`src/rtl/core/rre_pkg.sv`:
```
// Shared types and constants for the row run-length RGB encoder.
package rre_pkg;

    localparam int LenW       = 16;
    localparam int ColourW    = 24;
    localparam int CfgDataW   = 16;
    localparam int CfgIdxW    = 1;
    localparam int QueueDepth = 4;

    localparam logic [CfgIdxW-1:0] RegRowWidth = 1'd0;
    localparam logic [CfgIdxW-1:0] RegRleMode  = 1'd1;

    // Up to two records caused by one pixel: a closed run, then the pixel/row record.
    typedef struct packed {
        logic               has_a;
        logic [LenW-1:0]    a_len;
        logic [ColourW-1:0] a_colour;
        logic               has_b;
        logic [LenW-1:0]    b_len;
        logic [ColourW-1:0] b_colour;
        logic               b_row_end;
    } t_cmd;

endpackage

```
`src/rtl/core/row_rle_rgb_encoder.sv`:
```
// Top level of the row run-length RGB encoder.
// Path: a record is written into the command queue at the edge that accepts the pixel
// causing it, then loaded into the output register; the second record of a pair follows.
// Throughput: one pixel per cycle while the command queue is not full; a pixel causing
// two records holds the output register for both in turn, absorbed by the command queue.
// Reset: synchronous active low; row width 1, run-length mode on, no run open.
module row_rle_rgb_encoder import rre_pkg::*; #(
    parameter int QUEUE_DEPTH = QueueDepth
) (
    input  logic                i_clk,
    input  logic                i_rst_n,
    input  logic                i_cfg_we,
    input  logic [CfgIdxW-1:0]  i_cfg_index,
    input  logic [CfgDataW-1:0] i_cfg_data,
    input  logic                s_axis_tvalid,
    output logic                s_axis_tready,
    input  logic [23:0]         s_axis_tdata,  // red, green, blue
    output logic                m_axis_tvalid,
    input  logic                m_axis_tready,
    output logic [39:0]         m_axis_tdata,  // run_length, run_red, run_green, run_blue
    output logic                m_axis_tlast,  // row_end
    output logic                m_axis_tuser   // last
);

    logic               push;
    logic               pop;
    logic               full;
    logic               empty;
    t_cmd               cmd_in;
    t_cmd               cmd_out;
    logic [ColourW-1:0] pixel;
    logic [LenW-1:0]    len;
    logic [ColourW-1:0] colour;

    assign pixel = {s_axis_tdata[7:0], s_axis_tdata[15:8], s_axis_tdata[23:16]};

    rre_front u_front (
        .i_clk       (i_clk),
        .i_rst_n     (i_rst_n),
        .i_cfg_we    (i_cfg_we),
        .i_cfg_index (i_cfg_index),
        .i_cfg_data  (i_cfg_data),
        .i_valid     (s_axis_tvalid),
        .o_ready     (s_axis_tready),
        .i_pixel     (pixel),
        .i_full      (full),
        .o_push      (push),
        .o_cmd       (cmd_in)
    );

    rre_queue #(.DEPTH(QUEUE_DEPTH)) u_queue (
        .i_clk   (i_clk),
        .i_rst_n (i_rst_n),
        .i_push  (push),
        .i_cmd   (cmd_in),
        .i_pop   (pop),
        .o_full  (full),
        .o_empty (empty),
        .o_cmd   (cmd_out)
    );

    rre_back u_back (
        .i_clk     (i_clk),
        .i_rst_n   (i_rst_n),
        .i_empty   (empty),
        .i_cmd     (cmd_out),
        .o_pop     (pop),
        .o_valid   (m_axis_tvalid),
        .i_ready   (m_axis_tready),
        .o_len     (len),
        .o_colour  (colour),
        .o_row_end (m_axis_tlast),
        .o_last    (m_axis_tuser)
    );

    assign m_axis_tdata = {colour[7:0], colour[15:8], colour[23:16], len};

endmodule

```
`src/rtl/core/rre_front.sv`:
```
// Front end: config registers, pixel acceptance, run tracking and command build.
module rre_front import rre_pkg::*; (
    input  logic                i_clk,
    input  logic                i_rst_n,
    input  logic                i_cfg_we,
    input  logic [CfgIdxW-1:0]  i_cfg_index,
    input  logic [CfgDataW-1:0] i_cfg_data,
    input  logic                i_valid,
    output logic                o_ready,
    input  logic [ColourW-1:0]  i_pixel,
    input  logic                i_full,
    output logic                o_push,
    output t_cmd                o_cmd
);

    logic [LenW-1:0]    r_row_width;
    logic               r_rle_mode;
    logic [LenW-1:0]    r_column, n_column;
    logic [LenW-1:0]    r_run, n_run;
    logic [ColourW-1:0] r_held, n_held;
    logic [LenW-1:0]    width;
    logic               ends_row;
    logic               accept;
    t_cmd               cmd;

    assign o_ready = !i_full;
    assign accept  = i_valid && !i_full;

    always_comb begin
        width    = (r_row_width == '0) ? LenW'(1) : r_row_width;
        ends_row = ({1'b0, r_column} + (LenW+1)'(1)) >= {1'b0, width};
        cmd      = '0;
        n_run    = r_run;
        n_held   = r_held;
        if (!r_rle_mode) begin
            if (r_run != '0) begin
                cmd.has_a    = 1'b1;
                cmd.a_len    = r_run;
                cmd.a_colour = r_held;
                n_run        = '0;
            end
            cmd.has_b     = 1'b1;
            cmd.b_len     = LenW'(1);
            cmd.b_colour  = i_pixel;
            cmd.b_row_end = ends_row;
        end else begin
            if (r_run == '0) begin
                n_held = i_pixel;
                n_run  = LenW'(1);
            end else if (i_pixel == r_held) begin
                if (r_run != '1) begin
                    n_run = r_run + LenW'(1);
                end
            end else begin
                cmd.has_a    = 1'b1;
                cmd.a_len    = r_run;
                cmd.a_colour = r_held;
                n_held       = i_pixel;
                n_run        = LenW'(1);
            end
            if (ends_row) begin
                cmd.has_b     = 1'b1;
                cmd.b_len     = n_run;
                cmd.b_colour  = n_held;
                cmd.b_row_end = 1'b1;
                n_run         = '0;
            end
        end
        n_column = ends_row ? '0 : (r_column + LenW'(1));
    end

    assign o_push = accept && (cmd.has_a || cmd.has_b);
    assign o_cmd  = cmd;

    always_ff @(posedge i_clk) begin
        if (!i_rst_n) begin
            r_row_width <= LenW'(1);
            r_rle_mode  <= 1'b1;
            r_column    <= '0;
            r_run       <= '0;
            r_held      <= '0;
        end else begin
            if (i_cfg_we) begin
                case (i_cfg_index)
                    RegRowWidth: r_row_width <= i_cfg_data;
                    RegRleMode:  r_rle_mode  <= i_cfg_data[0];
                    default: ;
                endcase
            end
            if (accept) begin
                r_column <= n_column;
                r_run    <= n_run;
                r_held   <= n_held;
            end
        end
    end

endmodule

```
`src/rtl/core/rre_queue.sv`:
```
// Short command queue between front and back ends.
module rre_queue import rre_pkg::*; #(
    parameter int DEPTH = QueueDepth
) (
    input  logic i_clk,
    input  logic i_rst_n,
    input  logic i_push,
    input  t_cmd i_cmd,
    input  logic i_pop,
    output logic o_full,
    output logic o_empty,
    output t_cmd o_cmd
);

    localparam int PtrW = (DEPTH > 1) ? $clog2(DEPTH) : 1;
    localparam int CntW = $clog2(DEPTH + 1);

    t_cmd            r_mem [DEPTH];
    logic [PtrW-1:0] r_wr;
    logic [PtrW-1:0] r_rd;
    logic [CntW-1:0] r_count;
    logic            do_push;
    logic            do_pop;

    assign o_full  = (r_count == CntW'(DEPTH));
    assign o_empty = (r_count == '0);
    assign o_cmd   = r_mem[r_rd];
    assign do_push = i_push && !o_full;
    assign do_pop  = i_pop && !o_empty;

    always_ff @(posedge i_clk) begin
        if (do_push) begin
            r_mem[r_wr] <= i_cmd;
        end
    end

    always_ff @(posedge i_clk) begin
        if (!i_rst_n) begin
            r_wr    <= '0;
            r_rd    <= '0;
            r_count <= '0;
        end else begin
            if (do_push) begin
                r_wr <= (r_wr == PtrW'(DEPTH - 1)) ? '0 : r_wr + PtrW'(1);
            end
            if (do_pop) begin
                r_rd <= (r_rd == PtrW'(DEPTH - 1)) ? '0 : r_rd + PtrW'(1);
            end
            case ({do_push, do_pop})
                2'b10:   r_count <= r_count + CntW'(1);
                2'b01:   r_count <= r_count - CntW'(1);
                default: r_count <= r_count;
            endcase
        end
    end

endmodule

```
`src/rtl/core/rre_back.sv`:
```
// Back end: expands queued commands into records in the output register.
module rre_back import rre_pkg::*; (
    input  logic                  i_clk,
    input  logic                  i_rst_n,
    input  logic                  i_empty,
    input  t_cmd                  i_cmd,
    output logic                  o_pop,
    output logic                  o_valid,
    input  logic                  i_ready,
    output logic [LenW-1:0]       o_len,
    output logic [ColourW-1:0]    o_colour,
    output logic                  o_row_end,
    output logic                  o_last
);

    logic               r_valid;
    logic               r_phase_b;
    logic [LenW-1:0]    r_len;
    logic [ColourW-1:0] r_colour;
    logic               r_row_end;
    logic               r_last;
    logic               load;
    logic               emit_a;

    assign load   = (!r_valid || i_ready) && !i_empty;
    assign emit_a = i_cmd.has_a && !r_phase_b;
    assign o_pop  = load && !(emit_a && i_cmd.has_b);

    always_ff @(posedge i_clk) begin
        if (!i_rst_n) begin
            r_valid   <= 1'b0;
            r_phase_b <= 1'b0;
        end else begin
            if (load) begin
                r_valid   <= 1'b1;
                r_phase_b <= emit_a && i_cmd.has_b;
            end else if (i_ready) begin
                r_valid <= 1'b0;
            end
        end
    end

    always_ff @(posedge i_clk) begin
        if (load) begin
            if (emit_a) begin
                r_len     <= i_cmd.a_len;
                r_colour  <= i_cmd.a_colour;
                r_row_end <= 1'b0;
                r_last    <= !i_cmd.has_b;
            end else begin
                r_len     <= i_cmd.b_len;
                r_colour  <= i_cmd.b_colour;
                r_row_end <= i_cmd.b_row_end;
                r_last    <= 1'b1;
            end
        end
    end

    assign o_valid   = r_valid;
    assign o_len     = r_len;
    assign o_colour  = r_colour;
    assign o_row_end = r_row_end;
    assign o_last    = r_last;

endmodule
```
`config.mk`:
```
export PLATFORM = sky130hd
export DESIGN_NAME = row_rle_rgb_encoder
export DESIGN_NICKNAME = d
export VERILOG_FILES = /design/src/rtl/core/rre_pkg.sv /design/src/rtl/core/row_rle_rgb_encoder.sv /design/src/rtl/core/rre_front.sv /design/src/rtl/core/rre_queue.sv /design/src/rtl/core/rre_back.sv
export SDC_FILE = /design/constraint.sdc
export NUM_CORES = 1
export LEC_CHECK = 0
export BUFFER_PORTS_ARGS = -buffer_cell sky130_fd_sc_hd__buf_2
export CORE_ASPECT_RATIO = 1.1
export CORE_MARGIN = 2
export CORE_UTILIZATION = 40
export CTS_CLUSTER_SIZE = 28
export DETAILED_ROUTE_END_ITERATION = 16
export PLACE_DENSITY = 0.6
export SLEW_MARGIN = 25
export SYNTH_ARGS = -nofsm -noshare
export SYNTH_HDL_FRONTEND = slang
export SYNTH_HIERARCHICAL = 1
export SYNTH_SLANG_ARGS = --single-unit
export TNS_END_PERCENT = 1
```
`constraint.sdc`:
```
create_clock -name i_clk -period 5.7 [get_ports i_clk]
set_input_delay 1.14 -clock i_clk [delete_from_list [all_inputs] [get_ports i_clk]]
set_output_delay 1.14 -clock i_clk [all_outputs]
set_load 0.05 [all_outputs]
```
======== After elaboration in Yosys (flattened, before gate mapping) ========
Memories as Yosys holds them, arrays and structs flattened. A register that Yosys moved wholly into a read port is not among the register bits.
Index checks and enable logic that the tools add are counted.
word-level totals
  output and inout port bits .............. 44
  bits of input ports ..................... 46
  logic and storage cells ................. 84
  register bits after elaboration ......... 124
  memories kept ........................... 1
  RAM bits ................................ 332
memory list
  name           words  bits a word  rd ports  clocked after Yosys merged registers in  write ports  line             RTL
  u_queue.r_mem  4      83           1         1                                        1            rre_queue.sv:18  t_cmd r_mem [DEPTH];
cells by class
  order comparisons ....................... 1
  add/sub/neg operators ................... 7
  eq/ne operators ......................... 7
  mux-type cells .......................... 26
  bitwise operators ....................... 1
  reduce and logical (&&, ||, !) cells .... 27
operator list
  cell                                                              number
  16-bit two-way mux                                                9
  41-bit two-way mux                                                3
  83-bit two-way mux                                                1
  24-bit two-way mux                                                3
  42-bit two-way mux                                                1
  16-bit by 1-bit adder with 16-bit output (second input constant)  2
  16-bit logical NOT                                                2
  24-bit equality test                                              1
  16-bit by 1-bit adder with 17-bit output (second input constant)  1
  17-bit by 16-bit >= comparator with 1-bit output                  1
  16-bit inequality test (second input constant)                    1
  16-bit nonzero test                                               1
  1-bit logical AND                                                 8
  2-bit two-way mux                                                 4
  2-bit AND reduction                                               4
  2-bit equality test (second input constant)                       3
  1-bit logical NOT                                                 6
  3-bit one-hot mux with 2 select lines                             1
  2-bit nonzero test                                                3
  2-bit by 1-bit adder with 2-bit output (second input constant)    2
  1-bit two-way mux                                                 4
  3-bit by 1-bit adder with 3-bit output (second input constant)    1
  3-bit equality test (second input constant)                       1
  3-bit logical NOT                                                 1
  other kinds (4)                                                   5

======== Logic depth before layout (Yosys ltp) ========
  depth in word-level cells ............... 11
  gate-level depth with buffers ........... 25
  depth with buffers taken out ............ 22

======== Cells and area by module ========
Netlist, hierarchy kept.
modules (own cells, without submodules)
  module     sequential area each (um^2)  cells each  times used  area each (um^2)
  rre_queue  10149.7                      489         1           12465.7
  rre_front  1461.4                       621         1           4705.8
  rre_back   1301.2                       186         1           1934.4

======== Worst setup path after synthesis ========
OpenSTA, ideal clock, no wires.
  path type ............................... register to register
  start point ............................. register u_front.r_column[0]
  end point ............................... memory u_queue/r_mem[1][0] (netlist name) (enable)
  stages on the path, launching flop included .. 18
  path slack .............................. -0.022 ns
  required time ........................... 5.249 ns
  arrival time ............................ 5.271 ns
  library setup time ...................... 0.451 ns
  clock period less this slack ............ 5.722 ns
  path buffers ............................ 3
  cells stage by stage .................... dfxtp_1 -> ha_1 -> nand3_1 -> or3_1 -> clkbuf_1 -> nor4_1 -> xor2_1 -> ha_1 -> nand3_1 -> nor3_1 -> o41a_1 -> nor2_2 -> nand2_1 -> buf_2 -> o21a_1 -> nor2b_1 -> clkbuf_1 -> and2_1
RTL lines
  what                    line             RTL
  from (decl)             rre_front.sv:18  logic [LenW-1:0] r_column, n_column;
  from (signal assigned)  rre_front.sv:91  r_column <= n_column;
  to (decl)               rre_queue.sv:18

==> flow_metrics.env <==
export IMPL_cts_repair_resized=0
export IMPL_die_y_um=233
export IMPL_viasPerCell=5.11
export IMPL_wl_um=40900
export IMPL_cts_buffers=48
export IMPL_synth_top_area_share_pct=58.8
export IMPL_tightest_slew_ps=910
export IMPL_critical_path_class="reg -> reg"
export IMPL_fin_ws_ps=897
export IMPL_clock_sinks=458
export IMPL_hp_start="u_front/r_row_width[9]"
export IMPL_slew_viol_final=0
export IMPL_syn_num_nets=1368
export IMPL_drt_iter0_drc=574
export IMPL_fmax_mhz=208
export IMPL_ys_warn_count=6
export IMPL_placed_area_sq_um=20200
export IMPL_yosysMostFrequentCell="edfxtp_1"
export IMPL_reg2reg_from="u_front/r_column[2]"
export IMPL_fin_crit_sh_pct=84.3
export IMPL_r2r_setup_slack_ps=900
export IMPL_end_kind="flip-flop"
export IMPL_synthCells=1296
export IMPL_cp_required_ps=6190
export IMPL_total_power_mw=9.61
export IMPL_post_cts_setup_buffers=0
export IMPL_crit_fanout=7
export IMPL_arrival_ps=5290
export IMPL_skew_ps=26.6
export IMPL_syn_area_sq_um=19100
export IMPL_setup_viol=0
export IMPL_cts_tree="built"
export IMPL_synthArstFlopShare_pct=0
export IMPL_fin_area_sq_um=21800
export IMPL_synth_seq_cells=458
export IMPL_min_period_ps=4800
export IMPL_first_pass_iters=6
export IMPL_worst_ir_drop_vdd_v=0.000243
export IMPL_pin_count=90
export IMPL_layout_cells_non_filler=2078
export IMPL_worstReg2RegEnd="u_queue/r_count[2]"
export IMPL_die_area_sq_um=49500
export IMPL_post_place_ws_ps=881
export IMPL_synth_edf_count=374
export IMPL_clkLatencyLatePin_ps=580
export IMPL_cts_hold_buf=0
export IMPL_drive_above_1_share_pct=20.4
export IMPL_grt_overflow_total=0
export IMPL_power_density_nw_per_um2=441
export IMPL_clkTransAtPathRegs_ps=60
export IMPL_initial_core_util_pct=40.2
export IMPL_grt_max_degree=61
export IMPL_reg2reg_depth=22
export IMPL_nNetsFinal=1464
export IMPL_hp_class="reg -> reg"
export IMPL_die_w_um=212
export IMPL_syn_area_per_cell_sq_um=14.7
export IMPL_slew_headroom_pct=39.3
export IMPL_vias=10600
export IMPL_finalSetupTns_ps=0
export IMPL_critPathLaunchType="flip-flop"
export IMPL_gp_congestion=0.818
export IMPL_hold_violations=0
export IMPL_p_leak_nw=7.30
export IMPL_drv_cap=0
export IMPL_ctsRootBufferMaster="clkbuf_16"
export IMPL_synthTopCellsByArea="edfxtp_1 59%, mux4_2 9.8%, dfxtp_1 8.8%"
export IMPL_hold_end="u_front/r_row_width[9]"
export IMPL_first_global_vias=10900
export IMPL_postLayoutCoreUtil_pct=45.9
export IMPL_yosysSeqAreaShare_pct=67.6
export IMPL_whs_path_depth=2
export IMPL_synth_cell_types=64
export IMPL_grt_usage_pct=16.9
export IMPL_status="completed"
export IMPL_htree_levels=2
export IMPL_core_region_area_sq_um=47500
export IMPL_final_antenna_net_count=0
export IMPL_rsz0062_at_grt="false"
export IMPL_drc=0
export IMPL_wl_per_cell_um=19.7
export IMPL_antenna_found_initial=2
export IMPL_synth_ff_type="edfxtp_1"
export IMPL_synthTopCellsByCount="374 x edfxtp_1, 256 x nand2_1, 84 x dfxtp_1, 83 x mux4_2, 78 x and2_1"
export IMPL_post_dp_hpwl_um=24100
export IMPL_synth_top_cell_by_area="edfxtp_1"
export IMPL_placedCellCount=1987
export IMPL_clockBufferDepth=3
export IMPL_whs_ps=479
export IMPL_io_buffer_count=89
export IMPL_std_cell_rows=84
export IMPL_area_growth_pct=14.0
export IMPL_grt_pass1_wl_um=63000
-- power by group --
group | switching (mW) | internal (mW) | total, mW
clock network | 1.27 | 1.80 | 3.07
logic | 1.51 | 0.653 | 2.16
registers | 0.177 | 4.21 | 4.39
-- registers in the layout, indices dropped and copies added, names as in the netlist, named ones only --
name and flops:
u_queue/r_mem 332, u_back/o_colour 24, u_front/r_held 24, u_back/o_len 16, u_front/r_column 16, u_front/r_row_width 16, u_front/r_run 16, u_queue/r_count 3
u_queue/r_rd 2, u_queue/r_wr 2, u_back/o_last 1, u_back/o_row_end 1, u_back/o_valid 1, u_back/r_phase_b 1, u_front/r_rle_mode 1
-- area by class of cell --
cell class	count	area (sq um)
repair buffers	113	676
flip-flops and latches	458	12900
multi-input cells	741	5710
diodes	2	5.00
inverters	30	113
clock inverters	25	241
clock buffers	64	1310
fillers	4219	25700
well taps	645	807
-- worst max path at each step --
stage,slack (ps),from,cells after the start,end
CTS,870,u_front/r_column[2],16,u_queue/r_mem[2][72]
global placement,980,u_front/r_column[2],16,u_queue/r_mem[2][1]
global route,400,u_front/r_column[2],16,u_queue/r_mem[2][33]
floorplan,-20,u_front/r_column[0],17,u_queue/r_mem[2][0]
detailed placement,880,u_front/r_column[0],21,u_queue/r_count[2]
finish,900,u_front/r_column[2],22,u_queue/r_count[2]
-- cells by family (layout without fill, tap and decap cells) --
logic type / Yosys count / after routing / synth area share, %
AO/OA/AOI/OAI: 108 / 108 / 3.90
XOR/XNOR: 50 / 50 / 2.33
adder cells (fa/ha/maj): 26 / 26 / 1.74
buffers and inverters: 97 / 232 / 2.76
flip-flops: 458 / 458 / 67.6
multiplexers: 89 / 89 / 10.1
other: 0 / 2 / 0
AND/OR/NAND/NOR: 468 / 468 / 11.6
-- per-layer routing --
layer	share of wire (%)	vias up	routed length [um]	GRT usage, %
met4	2.8	2	1140	5.83
met5	0.032	-	13	0
met3	4.2	71	1720	3.11
met1	44	5358	17800	21.6
met2	49	209	20200	28.9
li1	-	4983	-	-
-- placed cells by master, fill, tap and decap left out, types with 28 or more instances in the layout --
| cell | count |
|---|---|
| edfxtp_1 | 374 |
| xnor2_1 | 36 |
| and2_1 | 74 |
| dfxtp_1 | 82 |
| a21boi_0 | 50 |
| mux4_2 | 83 |
| clkbuf_16 | 48 |
| nand2_1 | 256 |
| inv_1 | 29 |
| nor2_1 | 28 |
| buf_2 | 89 |
-- critical path, stage by stage, from the launching register on --
cell      delay, ps
dfxtp_1         430
nand3_1         190
nor2_1          200
and3_1          280
nand2_1         130
or3_1           440
xnor2_1         150
ha_1            300
nand3_1         100
nor3_1           70
a311oi_1        300
nand3_2         160
nor2_2          120
nand2_1          80
o21a_1          190
nor2b_1         210
inv_1            90
ha_1            180
inv_1            60
fa_1            370
xor2_1          160
or3_1           310
a21boi_0        200
(Power assumes the default switching activity.)
